## src/swrl_pkg.sv

```systemverilog
// Shared types and constants for the sliding-window byte-rate limiter.
// Used by the interfaces, the controller, the datapath, the top level and the checker.
`default_nettype none

package swrl_pkg;

  // Default sizes handed to the top-level parameters.
  localparam int SAMPLE_DEPTH_DEF = 64;
  localparam int WINDOW_MS_DEF    = 1000;

  // Field widths.
  localparam int TIME_W    = 48;
  localparam int BYTES_W   = 32;
  localparam int LIMIT_W   = 40;
  localparam int POLL_W    = 16;
  localparam int WAIT_W    = 16;
  localparam int BUDGET_W  = 64;
  localparam int TOTAL_W   = 40;
  localparam int CFG_IDX_W = 8;
  localparam int CFG_DAT_W = 40;

  localparam logic [WAIT_W-1:0]  WAIT_CLAMP_MS   = WAIT_W'(1000);
  localparam logic [POLL_W-1:0]  IDLE_POLL_RESET = POLL_W'(100);
  localparam logic [TIME_W-1:0]  TIME_MAX        = '1;
  localparam logic [TOTAL_W-1:0] TOTAL_MAX       = '1;

  // Item commands.
  localparam logic CMD_REPORT = 1'b0;
  localparam logic CMD_CHECK  = 1'b1;

  // Configuration register indexes.
  localparam logic [CFG_IDX_W-1:0] REG_SPEED_LIMIT = CFG_IDX_W'(0);
  localparam logic [CFG_IDX_W-1:0] REG_IDLE_POLL   = CFG_IDX_W'(1);

  // Datapath operations issued by the controller.
  typedef enum logic [3:0] {
    OP_NONE,
    OP_LOAD,
    OP_RD_HEAD,
    OP_DROP,
    OP_APPEND,
    OP_RD_NEWEST,
    OP_MERGE,
    OP_SCAN_INIT,
    OP_SCAN_STEP,
    OP_ANCHOR,
    OP_OUT
  } dp_op_t;

  typedef struct packed {
    dp_op_t op;
  } dp_cmd_t;

  // Status flags the datapath reports back to the controller.
  typedef struct packed {
    logic cmd;
    logic bytes_zero;
    logic limit_zero;
    logic before_deadline;
    logic prune_ok;
    logic count_zero;
    logic count_one;
    logic fifo_full;
    logic expired;
    logic sum_below;
    logic scan_more;
    logic out_free;
  } dp_status_t;

endpackage

`default_nettype wire

```

## src/swrl_ctrl.sv

```systemverilog
// Controller state machine of the rate limiter: sequences prune, append, merge and scan.
// Depends on swrl_pkg for the command and status structs.
`default_nettype none

module swrl_ctrl (
  input  wire logic                 clk,
  input  wire logic                 rst,
  input  wire logic                 in_valid,
  output logic                      in_ready,
  input  wire swrl_pkg::dp_status_t stat,
  output swrl_pkg::dp_cmd_t         ctrl
);

  typedef enum logic [7:0] {
    S_IDLE   = 8'b0000_0001,
    S_START  = 8'b0000_0010,
    S_PRUNE  = 8'b0000_0100,
    S_ACT    = 8'b0000_1000,
    S_MERGE  = 8'b0001_0000,
    S_SCAN   = 8'b0010_0000,
    S_ANCHOR = 8'b0100_0000,
    S_FINISH = 8'b1000_0000
  } state_t;

  state_t state, state_next;

  assign in_ready = (state == S_IDLE);

  always_comb begin
    state_next = state;
    ctrl.op    = swrl_pkg::OP_NONE;
    unique case (state)
      S_IDLE: begin
        if (in_valid) begin
          ctrl.op    = swrl_pkg::OP_LOAD;
          state_next = S_START;
        end
      end
      S_START: begin
        // Zero-byte reports, unlimited checks and checks still inside the deadline
        // change nothing.
        if ((stat.cmd == swrl_pkg::CMD_REPORT) ? stat.bytes_zero
                                               : (stat.limit_zero || stat.before_deadline)) begin
          state_next = S_FINISH;
        end else if (stat.prune_ok && !stat.count_zero) begin
          ctrl.op    = swrl_pkg::OP_RD_HEAD;
          state_next = S_PRUNE;
        end else begin
          state_next = S_ACT;
        end
      end
      S_PRUNE: begin
        if (stat.expired) begin
          ctrl.op = swrl_pkg::OP_DROP;
          if (stat.count_one) begin
            state_next = S_ACT;
          end
        end else begin
          state_next = S_ACT;
        end
      end
      S_ACT: begin
        if (stat.cmd == swrl_pkg::CMD_REPORT) begin
          if (!stat.fifo_full) begin
            ctrl.op    = swrl_pkg::OP_APPEND;
            state_next = S_FINISH;
          end else begin
            ctrl.op    = swrl_pkg::OP_RD_NEWEST;
            state_next = S_MERGE;
          end
        end else if (stat.sum_below || stat.count_zero) begin
          state_next = S_FINISH;
        end else begin
          ctrl.op    = swrl_pkg::OP_SCAN_INIT;
          state_next = S_SCAN;
        end
      end
      S_MERGE: begin
        ctrl.op    = swrl_pkg::OP_MERGE;
        state_next = S_FINISH;
      end
      S_SCAN: begin
        ctrl.op = swrl_pkg::OP_SCAN_STEP;
        if (!stat.scan_more) begin
          state_next = S_ANCHOR;
        end
      end
      S_ANCHOR: begin
        ctrl.op    = swrl_pkg::OP_ANCHOR;
        state_next = S_FINISH;
      end
      S_FINISH: begin
        if (stat.out_free) begin
          ctrl.op    = swrl_pkg::OP_OUT;
          state_next = S_IDLE;
        end
      end
      default: begin
        state_next = S_IDLE;
      end
    endcase
  end

  always_ff @(posedge clk) begin
    if (rst) begin
      state <= S_IDLE;
    end else begin
      state <= state_next;
    end
  end

endmodule

`default_nettype wire

```

## config.mk

```make
export PLATFORM = sky130hd
export DESIGN_NAME = swrl_ctrl
export DESIGN_NICKNAME = d
export VERILOG_FILES = /design/src/swrl_pkg.sv /design/src/swrl_ctrl.sv
export SDC_FILE = /design/constraint.sdc
export NUM_CORES = 1
export LEC_CHECK = 0
export ABC_AREA = 0
export BUFFER_PORTS_ARGS = -buffer_cell sky130_fd_sc_hd__buf_4
export CORE_UTILIZATION = 30
export DETAILED_ROUTE_END_ITERATION = 6
export GPL_ROUTABILITY_DRIVEN = 0
export GPL_TIMING_DRIVEN = 0
export PLACE_DENSITY = 0.53
export SLEW_MARGIN = 10
export SYNTH_ARGS = -nofsm -noshare
export SYNTH_HDL_FRONTEND = slang
export SYNTH_SLANG_ARGS = --single-unit
export TNS_END_PERCENT = 1
```

## constraint.sdc

```tcl
create_clock -name clk -period 1.7 [get_ports clk]
set_input_delay 0.51 -clock clk [delete_from_list [all_inputs] [get_ports clk]]
set_output_delay 0.51 -clock clk [all_outputs]
set_load 0.05 [all_outputs]
```

==> run metrics <==
Sw Pwr 165 µW; Sw Share 30.9%; RSZ-0062 raised after global routing yes; vias in the first global route 763; placed cell count 135; Pleak 0.000435 µW; mapped cell area 684 µm²; syn_nets 104; IO Pins 20; Die Area 2480 µm²; Final Cycle Share 132%; vias per cell 5.41; post-synth top area share 23.4%; Critical Path RT 1.19 ns; fin cells 147; antenna violations before repair 0; most frequent cells in the layout buf_4, nand2b_1, a21oi_1, dfxtp_2; largest reg by FF count state; CP arrival 1.74 ns; TritonCTS buffer count 3; Seq/Total Area, Yosys 23.4%; final slew viol count 0; layout cell share with drive strength beyond 1 47.5%; first-pass GRT wire length 3.42 mm; P_int 370 µW; relative slew slack 65.6%; Avg Inst Size Synth 7.69 µm²; WS Path Type flip-flop to output port; commonest non-fill, non-tap cell in the layout buf_4; CTS clk-pin slew, worst paths 0.05 ns; FMAX 445 MHz; combinational fraction of design power 35.4%; share of power burned in registers 38.3%; final worst slack -0.546 ns; outcome finished, violations left; pre-CTS WS -0.439 ns; minimum clock period 2.25 ns; Initial Utilization 33.2%; Seq. cell area 168 µm²; type of origin of the critical path flip-flop; GRT Util Overall 18.1%; Final Hold Viols 0; post-synth top area cell dfxtp_1; yosys warns 0; critical path endpoint category output port; via count 796; final setup vio count 7; core box area 2060 µm²; biggest regs state: 8 flops; multi-input logic area 554 µm²; Antenna Nets Post-Route 0; Rows 16; die height 49.8 µm; WL final 2.02 mm; ys flop type dfxtp_1; Hold WC Path Type input pin to flip-flop; Clock power frac 26.3%; Antenna Cells 0; 1st-iter DRT viols 12; ys async rst share 0%; drt pass-1 iters 4; htree depth 1; total congestion overflow 0; Fill cells 193; later-pin clock latency in the skew report 0.25 ns; synthesis-to-layout area growth 56.9%; clock buffer depth 2; post-detail-place hpwl 1.39 mm; max FFs per register 8; DR DRC count 0; worst-margin pin slew 0.515 ns; Post-synth EDFFs 0; Worst VDD drop 0.420 mV; failing checks negative setup slack; chip width 49.8 µm; # Max-Cap Violations 0; largest net degree at the start of global routing 11; flops & latches, synth 8; TritonCTS clock tree done; fin nets 137; Netlist cell types 35; Critical Path Fanout Max 10; clock skew 0.00513 ns; pwr dens 498 nW/µm²; Mapped Cells 89; CTS sink cnt 8; input/output buffers 19; WL per Instance 13.7 µm; CTS Root Cell clkbuf_4; Synth area leaders dfxtp_1, nand2b_1, o21ai_0
## logic make-up (layout without fill, tap and decap cells)
logic type / count (synthesis) / in the layout / synth area share [%]
AO/OA/AOI/OAI: 24 / 24 / 22.3
flip-flops: 8 / 8 / 23.4
AND/OR/NAND/NOR: 48 / 48 / 46.8
multiplexers: 1 / 1 / 1.65
buffers and inverters: 7 / 38 / 4.57
XOR/XNOR: 1 / 1 / 1.28
## cell type report
cell class / instances / share of cell area (%)
Clock buffer: 3 / 2.10
Tap cell: 27 / 3.15
Buffer: 3 / 2.68
Multi-Input combinational cell: 74 / 51.6
Inverter: 2 / 0.699
Sequential cell: 8 / 15.6
Timing Repair Buffer: 30 / 24.1
## worst paths after layout
kind                               start       end  slack (ns)  cells past startpoint
worst max-delay path            state[1]   ctrl[1]       -0.55                      6
worst min-delay path                 rst  state[5]        0.47                      2
worst max register to register  state[5]  state[6]       -0.08                      7
worst min register to register  state[0]  state[1]        0.69                      3
## per-stage QoR
stage | total power, µW | area (µm²) | utilization (%) | hold WS, ns | setup TNS, ns
3_3_place_gp | 366 | 898 | 43.6 | 0.665 | -1.26
2_1_floorplan | 308 | 722 | - | 0.579 | -0.665
6_report | 535 | 1070 | 52.1 | 0.473 | -2.09
3_5_place_dp | 367 | 898 | 43.6 | 0.679 | -1.17
5_1_grt | 569 | 1070 | 52.1 | 0.463 | -2.82
4_1_cts | 539 | 1080 | 52.6 | 0.471 | -1.84
## power groups by stage
stage | registers, µW | clock network (µW) | logic (µW)
finish | 205 | 141 | 189
global route | 206 | 159 | 204
CTS | 204 | 145 | 190
detailed placement | 206 | 0 | 161
global placement | 205 | 0 | 161
floorplan | 203 | 0 | 105
## worst max-delay path, cell delays in order, from the launching register on
cell      delay [ns]
dfxtp_2         0.36
clkbuf_8        0.16
and3b_1         0.18
nand4b_1        0.19
nand2_4         0.07
or3_4           0.38
buf_8           0.16
## layer usage
layer  up-vias  wire (µm)  GRT usage (%)
met5         -          0              0
met4         0          6           5.71
met3         2         57           1.85
met2        20       1010           30.9
met1       370        942           23.6
li1        404          -              -
## synthesized netlist by cell type (all sizes together) (2+ instances only)
master  count
and4b       2
nor2        6
or3         3
a21oi       6
nand3b      2
or4b        2
nor3b       3
nor4        2
and3b       2
o22ai       2
inv         2
nand3       2
nor2b       2
nand2       4
nand2b      8
clkbuf      3
nand4b      3
buf         2
dfxtp       8
nor3        6
o21ai       9
## repair_timing
item,4_1_cts,5_1_grt
resized for setup,26,2
buffers inserted,10,1
endpoints found under the setup margin,6,8
pin swaps,6,4
hold buffers,0,0
No activity file was read; power rests on OpenSTA's default activity.
